$ cat src/design/rc256_pkg.sv
// Shared types, codes and sizing constants for the base-256 radix converter.
// No dependencies; imported by rc256_alu, radix_converter_base256 and the bench.
package rc256_pkg;

    localparam int MAX_LEN  = 24;
    localparam int CNT_W    = $clog2(MAX_LEN + 1);
    localparam int DIG_AW   = (MAX_LEN > 1) ? $clog2(MAX_LEN) : 1;
    // Worst case result count of the long division, with some margin.
    localparam int OUT_CAP  = (MAX_LEN * 2409) / 1000 + 13;
    localparam int OUT_AW   = $clog2(OUT_CAP);

    // Mode register codes.
    localparam logic [1:0] MODE_DEC       = 2'd0;
    localparam logic [1:0] MODE_HEX       = 2'd1;
    localparam logic [1:0] MODE_BYTES     = 2'd2;
    localparam logic [1:0] MODE_BYTES_ALT = 2'd3;

    typedef enum logic [1:0] {
        ERR_NONE     = 2'd0,
        ERR_BAD_CHAR = 2'd1,
        ERR_TOO_LONG = 2'd2
    } t_err_kind;

    localparam logic [7:0] CH_0  = 8'h30;
    localparam logic [7:0] CH_9  = 8'h39;
    localparam logic [7:0] CH_UA = 8'h41;
    localparam logic [7:0] CH_UF = 8'h46;
    localparam logic [7:0] CH_LA = 8'h61;
    localparam logic [7:0] CH_LF = 8'h66;

    // Reciprocal of ten for acc < 43699: q = (acc * DIV10_MUL) >> DIV10_SHIFT.
    localparam int DIV10_MUL   = 52429;
    localparam int DIV10_SHIFT = 19;

    typedef struct packed {
        logic [7:0] symbol;
        logic       last;
    } t_in_item;

    typedef struct packed {
        logic [7:0] value;
        logic       end_of_run;
        logic [1:0] error_kind;
    } t_out_item;

    // Operands of the digit unit.
    typedef struct packed {
        logic [1:0] dmode;   // mode for symbol decode
        logic [1:0] cmode;   // mode for conversion
        logic [7:0] symbol;
        logic [7:0] digit;
        logic [7:0] rem;
        logic [3:0] hi;
    } t_alu_in;

    typedef struct packed {
        logic       sym_ok;
        logic [7:0] sym_val;
        logic [7:0] quot;
        logic [7:0] rem_nxt;
        logic [7:0] hex_byte;
    } t_alu_out;

endpackage

$ cat src/design/rc256_ram.sv
// Generic simple dual-port RAM: one write port, one read port, registered read.
// No package dependencies.
module rc256_ram #(
    parameter  int WIDTH = 8,
    parameter  int DEPTH = 24,
    localparam int AW    = (DEPTH > 1) ? $clog2(DEPTH) : 1
) (
    input  logic             i_clk,
    input  logic             i_we,
    input  logic [AW-1:0]    i_waddr,
    input  logic [WIDTH-1:0] i_wdata,
    input  logic             i_re,
    input  logic [AW-1:0]    i_raddr,
    output logic [WIDTH-1:0] o_rdata
);

    logic [WIDTH-1:0] mem [DEPTH];
    logic [WIDTH-1:0] r_rdata;

    always_ff @(posedge i_clk) begin
        if (i_we) begin
            mem[i_waddr] <= i_wdata;
        end
        // hold the last read word while no read is issued
        if (i_re) begin
            r_rdata <= mem[i_raddr];
        end
    end

    assign o_rdata = r_rdata;

endmodule

$ cat src/design/rc256_alu.sv
// Digit unit: symbol decode, one long-division step by 256 or by 10, hex packing.
// Depends on rc256_pkg.
module rc256_alu
    import rc256_pkg::*;
(
    input  t_alu_in  i_alu,
    output t_alu_out o_alu
);

    logic [11:0] acc_dec;
    logic [11:0] acc_byt;
    logic [27:0] prod;
    logic [7:0]  quot_byt;
    logic [11:0] rem_byt;

    // decode the incoming symbol
    always_comb begin
        o_alu.sym_ok  = 1'b0;
        o_alu.sym_val = 8'd0;
        if (i_alu.dmode inside {MODE_BYTES, MODE_BYTES_ALT}) begin
            o_alu.sym_ok  = 1'b1;
            o_alu.sym_val = i_alu.symbol;
        end else if (i_alu.symbol inside {[CH_0:CH_9]}) begin
            o_alu.sym_ok  = 1'b1;
            o_alu.sym_val = i_alu.symbol - CH_0;
        end else if (i_alu.dmode == MODE_HEX && (i_alu.symbol inside {[CH_UA:CH_UF]})) begin
            o_alu.sym_ok  = 1'b1;
            o_alu.sym_val = i_alu.symbol - CH_UA + 8'd10;
        end else if (i_alu.dmode == MODE_HEX && (i_alu.symbol inside {[CH_LA:CH_LF]})) begin
            o_alu.sym_ok  = 1'b1;
            o_alu.sym_val = i_alu.symbol - CH_LA + 8'd10;
        end
    end

    // decimal digits divided by 256: shift and mask
    assign acc_dec  = 12'(i_alu.rem) * 12'd10 + 12'(i_alu.digit);
    // bytes divided by 10: remainder stays below ten, so it fits four bits
    assign acc_byt  = {i_alu.rem[3:0], i_alu.digit};
    assign prod     = 28'(acc_byt) * 28'(DIV10_MUL);
    assign quot_byt = prod[DIV10_SHIFT +: 8];
    assign rem_byt  = acc_byt - 12'(quot_byt) * 12'd10;

    always_comb begin
        if (i_alu.cmode inside {MODE_BYTES, MODE_BYTES_ALT}) begin
            o_alu.quot    = quot_byt;
            o_alu.rem_nxt = rem_byt[7:0];
        end else begin
            o_alu.quot    = {4'd0, acc_dec[11:8]};
            o_alu.rem_nxt = acc_dec[7:0];
        end
    end

    assign o_alu.hex_byte = {i_alu.hi, 4'd0} + i_alu.digit;

endmodule

$ cat src/design/radix_converter_base256.sv
// Top level of the radix converter: load sequencer, division passes and result emitter.
// Depends on rc256_pkg, rc256_ram (digit store, result store) and rc256_alu.
//
//  channel  | valid    | ready    | payload
//  ---------+----------+----------+-----------------------------
//  input    | i_valid  | o_ready  | i_in  (symbol, last)
//  output   | o_valid  | i_ready  | o_out (value, end_of_run, error_kind)
//  config   | i_cfg_we | -        | i_cfg_data (mode)
//
// Loading takes one symbol per cycle while the block is in its load state. After the
// last symbol each long-division pass streams the digit store through its read port
// at one digit a cycle; decimal and byte modes run one pass per result, hex runs a
// single packing pass. Each result is then read from the result store and loaded
// into the output register. An error run gives its one result without passes.
// Reset is synchronous; no store is cleared. A stalled output holds the block in
// the emitter or error state, but the next number may start loading while the final result waits.
module radix_converter_base256
    import rc256_pkg::*;
(
    input  logic      i_clk,
    input  logic      i_rst_n,
    input  logic      i_cfg_we,
    input  logic [1:0] i_cfg_data,
    input  logic      i_valid,
    output logic      o_ready,
    input  t_in_item  i_in,
    output logic      o_valid,
    input  logic      i_ready,
    output t_out_item o_out
);

    typedef enum logic [2:0] {
        ST_LOAD,
        ST_PASS,
        ST_EMIT_RD,
        ST_EMIT_WR,
        ST_ERR
    } t_state;

    t_state           r_state;
    logic [1:0]       r_mode;
    logic [1:0]       r_cmode;
    logic [CNT_W-1:0] r_count;
    t_err_kind        r_err;
    t_err_kind        r_ekind;
    logic [CNT_W-1:0] r_len;
    logic [CNT_W-1:0] r_rd_idx;
    logic [CNT_W-1:0] r_nlen;
    logic             r_dv;
    logic [7:0]       r_rem;
    logic [3:0]       r_hi;
    logic             r_half;
    logic [OUT_AW-1:0] r_optr;
    logic [OUT_AW-1:0] r_oidx;
    logic             r_out_vld;
    t_out_item        r_out;

    logic             in_xfer;
    logic             out_free;
    logic             issue;
    logic             pass_done;
    logic             hex;
    logic             keep;
    logic             full;
    t_err_kind        n_err;
    logic [CNT_W-1:0] n_count;
    logic             out_load;
    t_out_item        n_out;

    logic              dig_we;
    logic [DIG_AW-1:0] dig_waddr;
    logic [7:0]        dig_wdata;
    logic              dig_re;
    logic [DIG_AW-1:0] dig_raddr;
    logic [7:0]        dig_rdata;
    logic              res_we;
    logic [OUT_AW-1:0] res_waddr;
    logic [7:0]        res_wdata;
    logic              res_re;
    logic [7:0]        res_rdata;

    t_alu_in  alu_i;
    t_alu_out alu_o;

    rc256_ram #(.WIDTH(8), .DEPTH(MAX_LEN)) u_digits (
        .i_clk   (i_clk),
        .i_we    (dig_we),
        .i_waddr (dig_waddr),
        .i_wdata (dig_wdata),
        .i_re    (dig_re),
        .i_raddr (dig_raddr),
        .o_rdata (dig_rdata)
    );

    rc256_ram #(.WIDTH(8), .DEPTH(OUT_CAP)) u_results (
        .i_clk   (i_clk),
        .i_we    (res_we),
        .i_waddr (res_waddr),
        .i_wdata (res_wdata),
        .i_re    (res_re),
        .i_raddr (r_oidx),
        .o_rdata (res_rdata)
    );

    assign alu_i.dmode  = r_mode;
    assign alu_i.cmode  = r_cmode;
    assign alu_i.symbol = i_in.symbol;
    assign alu_i.digit  = dig_rdata;
    assign alu_i.rem    = r_rem;
    assign alu_i.hi     = r_hi;

    rc256_alu u_alu (
        .i_alu (alu_i),
        .o_alu (alu_o)
    );

    assign o_ready = (r_state == ST_LOAD);
    assign o_valid = r_out_vld;
    assign o_out   = r_out;

    always_comb begin
        in_xfer   = i_valid && o_ready;
        out_free  = !r_out_vld || i_ready;
        issue     = (r_state == ST_PASS) && (r_rd_idx < r_len);
        pass_done = (r_state == ST_PASS) && !issue && !r_dv;
        hex       = (r_cmode == MODE_HEX);
        keep      = (alu_o.quot != 8'd0) || (r_nlen != '0);

        // symbol bookkeeping; the first error of a run wins
        full  = (r_count >= CNT_W'(MAX_LEN));
        n_err = r_err;
        if (full) begin
            if (r_err == ERR_NONE) n_err = ERR_TOO_LONG;
        end else if (!alu_o.sym_ok && r_err == ERR_NONE) begin
            n_err = ERR_BAD_CHAR;
        end
        n_count = full ? r_count : r_count + 1'b1;

        dig_we    = 1'b0;
        dig_waddr = r_count[DIG_AW-1:0];
        dig_wdata = alu_o.sym_val;
        if (r_state == ST_LOAD) begin
            dig_we = in_xfer && !full;
        end else if (r_state == ST_PASS) begin
            // quotient digits land at or below the digit just read
            dig_we    = r_dv && !hex && keep;
            dig_waddr = r_nlen[DIG_AW-1:0];
            dig_wdata = alu_o.quot;
        end
        dig_re    = issue;
        dig_raddr = r_rd_idx[DIG_AW-1:0];

        res_we    = 1'b0;
        res_waddr = r_optr;
        res_wdata = alu_o.hex_byte;
        if (r_dv && hex && r_half) begin
            res_we = 1'b1;
        end else if (pass_done && !hex) begin
            res_we    = 1'b1;
            res_wdata = (r_cmode == MODE_DEC) ? r_rem : r_rem + CH_0;
        end
        res_re = (r_state == ST_EMIT_RD);

        out_load = 1'b0;
        n_out    = '0;
        if (r_state == ST_EMIT_WR) begin
            out_load         = out_free;
            n_out.value      = res_rdata;
            n_out.end_of_run = (r_oidx == '0);
            n_out.error_kind = ERR_NONE;
        end else if (r_state == ST_ERR) begin
            out_load         = out_free;
            n_out.value      = 8'd0;
            n_out.end_of_run = 1'b1;
            n_out.error_kind = r_ekind;
        end
    end

    always_ff @(posedge i_clk) begin
        if (!i_rst_n) begin
            r_state   <= ST_LOAD;
            r_mode    <= MODE_DEC;
            r_count   <= '0;
            r_err     <= ERR_NONE;
            r_dv      <= 1'b0;
            r_out_vld <= 1'b0;
        end else begin
            if (i_cfg_we) begin
                r_mode <= i_cfg_data;
            end

            if (out_load) begin
                r_out     <= n_out;
                r_out_vld <= 1'b1;
            end else if (r_out_vld && i_ready) begin
                r_out_vld <= 1'b0;
            end

            case (r_state)
                ST_LOAD: begin
                    if (in_xfer) begin
                        r_count <= i_in.last ? '0 : n_count;
                        r_err   <= i_in.last ? ERR_NONE : n_err;
                        if (i_in.last) begin
                            r_ekind  <= n_err;
                            r_len    <= n_count;
                            r_cmode  <= r_mode;
                            r_rd_idx <= '0;
                            r_dv     <= 1'b0;
                            r_rem    <= 8'd0;
                            r_nlen   <= '0;
                            r_hi     <= 4'd0;
                            r_half   <= n_count[0];
                            r_optr   <= (r_mode == MODE_HEX) ?
                                        OUT_AW'((n_count - 1'b1) >> 1) : '0;
                            r_state  <= (n_err != ERR_NONE) ? ST_ERR : ST_PASS;
                        end
                    end
                end
                ST_PASS: begin
                    r_dv <= issue;
                    if (issue) begin
                        r_rd_idx <= r_rd_idx + 1'b1;
                    end
                    if (r_dv) begin
                        if (hex) begin
                            if (r_half) begin
                                r_optr <= r_optr - 1'b1;
                                r_half <= 1'b0;
                            end else begin
                                r_hi   <= dig_rdata[3:0];
                                r_half <= 1'b1;
                            end
                        end else begin
                            r_rem <= alu_o.rem_nxt;
                            if (keep) r_nlen <= r_nlen + 1'b1;
                        end
                    end
                    if (pass_done) begin
                        if (hex) begin
                            r_oidx  <= OUT_AW'((r_len - 1'b1) >> 1);
                            r_state <= ST_EMIT_RD;
                        end else begin
                            // advance to the next pass on the shortened quotient
                            r_optr   <= r_optr + 1'b1;
                            r_oidx   <= r_optr;
                            r_len    <= r_nlen;
                            r_nlen   <= '0;
                            r_rem    <= 8'd0;
                            r_rd_idx <= '0;
                            if (r_nlen == '0) r_state <= ST_EMIT_RD;
                        end
                    end
                end
                ST_EMIT_RD: begin
                    r_state <= ST_EMIT_WR;
                end
                ST_EMIT_WR: begin
                    if (out_free) begin
                        if (r_oidx == '0) begin
                            r_state <= ST_LOAD;
                        end else begin
                            r_oidx  <= r_oidx - 1'b1;
                            r_state <= ST_EMIT_RD;
                        end
                    end
                end
                ST_ERR: begin
                    if (out_free) r_state <= ST_LOAD;
                end
                default: begin
                    r_state <= ST_LOAD;
                end
            endcase
        end
    end

    // The symbol count never passes the store depth.
    a_count_bound: assert property (@(posedge i_clk) disable iff (!i_rst_n)
        r_count <= CNT_W'(MAX_LEN))
        else $error("digit count beyond store depth");

    // A quotient write during a pass never hits the entry being read.
    a_no_rw_clash: assert property (@(posedge i_clk) disable iff (!i_rst_n)
        (r_state == ST_PASS && dig_we && dig_re) |-> (dig_waddr != dig_raddr))
        else $error("digit store read and write collide");

    // Loading the final result of a run hands control back to loading.
    a_eor_to_load: assert property (@(posedge i_clk) disable iff (!i_rst_n)
        (out_load && n_out.end_of_run) |=> (r_state == ST_LOAD))
        else $error("run did not end after its final result");

    // An error result carries a zero value and ends its run.
    a_err_zero: assert property (@(posedge i_clk) disable iff (!i_rst_n)
        (r_out_vld && r_out.error_kind != ERR_NONE) |->
        (r_out.value == 8'd0 && r_out.end_of_run))
        else $error("malformed error result");

endmodule

$ cat config.mk
export PLATFORM = sky130hd
export DESIGN_NAME = radix_converter_base256
export DESIGN_NICKNAME = d
export VERILOG_FILES = /design/src/design/rc256_pkg.sv /design/src/design/rc256_ram.sv /design/src/design/rc256_alu.sv /design/src/design/radix_converter_base256.sv
export SDC_FILE = /design/constraint.sdc
export NUM_CORES = 1
export LEC_CHECK = 0
export BUFFER_PORTS_ARGS = -buffer_cell sky130_fd_sc_hd__buf_2
export CAP_MARGIN = 30
export CORE_ASPECT_RATIO = 2
export CORE_MARGIN = 2
export CORE_UTILIZATION = 50
export CTS_BUF_LIST = sky130_fd_sc_hd__clkbuf_16
export DETAILED_ROUTE_END_ITERATION = 6
export MAX_ROUTING_LAYER = met4
export PLACE_DENSITY_LB_ADDON = 0.1
export SYNTH_ARGS = -nofsm -noshare
export SYNTH_HDL_FRONTEND = slang
export SYNTH_SLANG_ARGS = --single-unit
export TNS_END_PERCENT = 5
$ cat constraint.sdc
create_clock -name i_clk -period 9.4 [get_ports i_clk]
set_input_delay 0.47 -clock i_clk [delete_from_list [all_inputs] [get_ports i_clk]]
set_output_delay 0.47 -clock i_clk [all_outputs]
set_load 0.02 [all_outputs]
==> metrics <==
multiplexer share of the synthesized area 14.6%; end point of the critical path r_rem[7]; maximum vdd drop 0.226 mV; CP endpoint kind flip-flop; post-CTS setup buffer count 0; Chip Width 200 um; first-pass GRT wire length 143 mm; DP Worst Slack 1.86 ns; RSZ-0062 raised after global routing false; Cells after Synth 2243; Setup WS post-layout 1.78 ns; DRT Pass-1 Iters 5; Residual DRC 0; final hold slack 0.0669 ns; hold_buf cts 0; post_cts resized 0; GRT met3 Usage 3.31%; Worst-Margin Slew 1.02 ns; XOR/XNOR share of the synthesized area 1.40%; setup TNS 0 ns; fraction of layout cells with a size suffix above 1 19.4%; CTS tree done; initial antenna violation count 2; global placement routability congestion 0.864; Final setup viols 0; GRT Residual Overflow 0; post-synthesis compound-gate area fraction 4.23%; vias in the first global route 21100; via count 20100; Hold Path Class in2reg; die area 78800 um^2; Post-synth ARST share 0%; Yosys reg bits 839; Post-Route WL 97.3 mm; detailed-route vias per instance 5.96; Synth Warn # 0; cell area after synthesis 38200 um^2; Seq/Total Area, Yosys 65.5%; Max-Cap Viols 0; most heavily used metal layer in global routing met2; Initial DRC Count 1450; Core Footprint 75900 um^2; arrival time worst endpoint 7.99 ns; CTS root buffer clkbuf_16; Sink Count 839; relative slew slack 31.7%; Synth Area in Adders 6.71%; DPL Wire Length 68.0 mm; Chip Height 395 um; ys flop type edfxtp_1; Worst R2R Setup Slack 1.78 ns; CTS Buffer Depth 3; total CTS buffers 73; final setup skew 0.0286 ns; Fill cells 5978; Slew Limit Fails 0; CP Launch Point u_digits.o_rdata[7]; simple-gate portion of the synthesized area 5.39%; status finished, final reports clean; RR Startpoint u_digits.o_rdata[7]; CP Class reg2reg; CP Launch Type flip-flop; Final Hold Fails 0; Cell Rows 143; EDFF count, synth 825; met2 usage 48.9%; Area growth, synth to finish 10.4%; Max FO, Critical Path 6; # IOs 29; Netlist cell types 75; Mean Syn Cell Area 17.0 um^2; period utilisation layout 81.1%; Net Count, Synth 2437; Layout Utilization 55.7%; Starting Density 50.4%; fin nets 2484; largest family of logic cells by synthesized area multiplexers; CTS HTree Levels 3; Period minus WS final 7.62 ns; ANT nets after route 0; Port Buffers 28; worst r2r path cells 27; R2R Path End r_rem[7]; fmax 131 MHz; PwrDens 215 nW/um^2; largest net degree at the start of global routing 124; GR met1 Demand/Resource 26.6%; Worst-path clk slew 0.07 ns; WL per Instance 28.9 um; Pleak 0.0142 uW; gr usage total 26.4%; clock latency on the worst-skew pair 0.67 ns; total power 9100 uW; Req. time, crit path 9.77 ns
-- Yosys cell counts, drive strengths merged (5+ instances only) --
master	n	area share, %
edfxtp	825	65
mux4	232	14
nor2	190	1.9
ha	133	4.4
inv	118	1.2
nand2	104	1.0
a21oi	74	1.0
clkbuf	56	0.55
fa	45	2.4
buf	41	0.45
o21ai	41	0.54
xnor2	37	0.85
nand3	27	0.35
mux2i	24	0.63
xor2	24	0.55
nor3	23	0.30
and2	21	0.34
nor2b	17	0.28
a21o	15	0.29
o211ai	15	0.29
dfxtp	14	0.73
nand4	12	0.20
and3	10	0.18
mux2	10	0.29
a211oi	9	0.18
or3	9	0.16
a31oi	8	0.21
o31ai	8	0.16
a2111oi	7	0.26
nand3b	7	0.14
o21a	7	0.14
a22oi	6	0.12
nand2b	6	0.098
nor3b	6	0.12
nor4	5	0.098
o21bai	5	0.098
-- how the worst min path moves through the flow --
stage                         start    endpoint  slack, ns  depth (start not counted)
3_3_place_gp   u_results.o_rdata[5]    o_out[8]       0.51                          1
2_1_floorplan             r_mode[1]  r_cmode[1]       0.41                          0
5_1_grt               i_cfg_data[1]   r_mode[1]       0.06                          3
3_5_place_dp   u_results.o_rdata[1]    o_out[4]       0.51                          1
4_1_cts               i_cfg_data[0]   r_mode[0]       0.02                          3
6_report              i_cfg_data[0]   r_mode[0]       0.07                          3
-- cell type report --
type / count / area, um^2 / share of cell area (%)
diodes: 2 / 5.00 / 0.0119
clock inverters: 57 / 562 / 1.33
inverters: 119 / 447 / 1.06
repair buffers: 69 / 544 / 1.29
well taps: 1015 / 1270 / 3.01
clock buffers: 73 / 1830 / 4.33
multi-input cells: 1188 / 12500 / 29.6
flip-flops and latches: 839 / 25100 / 59.3
-- cell families (layout without fill, tap and decap cells) --
logic type	count (synthesis)	after routing
flops	839	839
other cells	0	2
fa+ha+maj	178	178
mux	266	266
xor+xnor	61	61
buf+inv	216	318
compound gates	235	235
simple gates	448	448
-- power by group --
group / leakage (uW) / switching [uW] / internal [uW]
clock: 0.00120 / 1420 / 1620
sequential: 0.00759 / 25.3 / 4170
combinational: 0.00538 / 1150 / 713
total: 0.0142 / 2600 / 6500
-- layout by cell type, fill, tap and decap left out, types with 17 or more instances in the layout --
cell type and n:
edfxtp_1 825, mux4_2 232, nor2_1 190, ha_1 133
inv_1 128, nand2_1 103, clkbuf_16 74, a21oi_1 68
fa_1 45, xnor2_1 37, o21ai_0 34, buf_4 33
buf_2 29, nand3_1 27, xor2_1 24, mux2i_1 24
nor3_1 21, and2_1 20, nor2b_1 17, clkinv_1 17
-- critical path, cell delays in order (launching register included) --
cell and delay (ns):
edfxtp_1 0.56, ha_1 0.38, inv_1 0.06, fa_1 0.55
fa_1 0.51, inv_1 0.05, fa_1 0.50, inv_1 0.08
fa_1 0.51, inv_1 0.05, ha_1 0.32, a21oi_1 0.22
o21bai_1 0.09, a211oi_1 0.61, a21oi_1 0.18, or3_1 0.49
xnor2_1 0.17, ha_1 0.24, fa_1 0.48, inv_1 0.04
ha_1 0.31, a21o_1 0.17, a21oi_1 0.17, xnor2_1 0.15
xnor2_1 0.15, xnor2_1 0.08, a21oi_1 0.15, nor3_1 0.06
-- state kept, by name (all words and copies together) (netlist names) --
name,cells
u_results.mem,560
u_digits.mem,192
o_out,11
r_rem,8
u_digits.o_rdata,8
u_results.o_rdata,8
r_oidx,7
r_optr,7
dig_raddr,5
r_count,5
r_len,5
r_nlen,5
r_hi,4
r_state,3
r_cmode,2
r_ekind,2
r_err,2
r_mode,2
o_valid,1
r_dv,1
r_half,1
-- routing by layer --
| metal | share of wire, % | up-vias |
|---|---|---|
| met5 | 0 | - |
| met4 | 5.8 | 0 |
| met3 | 3.7 | 172 |
| met2 | 58 | 483 |
| met1 | 33 | 10500 |
| li1 | - | 8889 |
-- stage by stage --
stage                     area (um^2)  instances
after CTS                       42200       3358
after floorplan                 38200       2243
after global placement          39700       3221
after global routing            42200       3362
final                           42200       3362
after detailed placement        39800       3228
No activity file was read; power rests on OpenSTA's default activity.
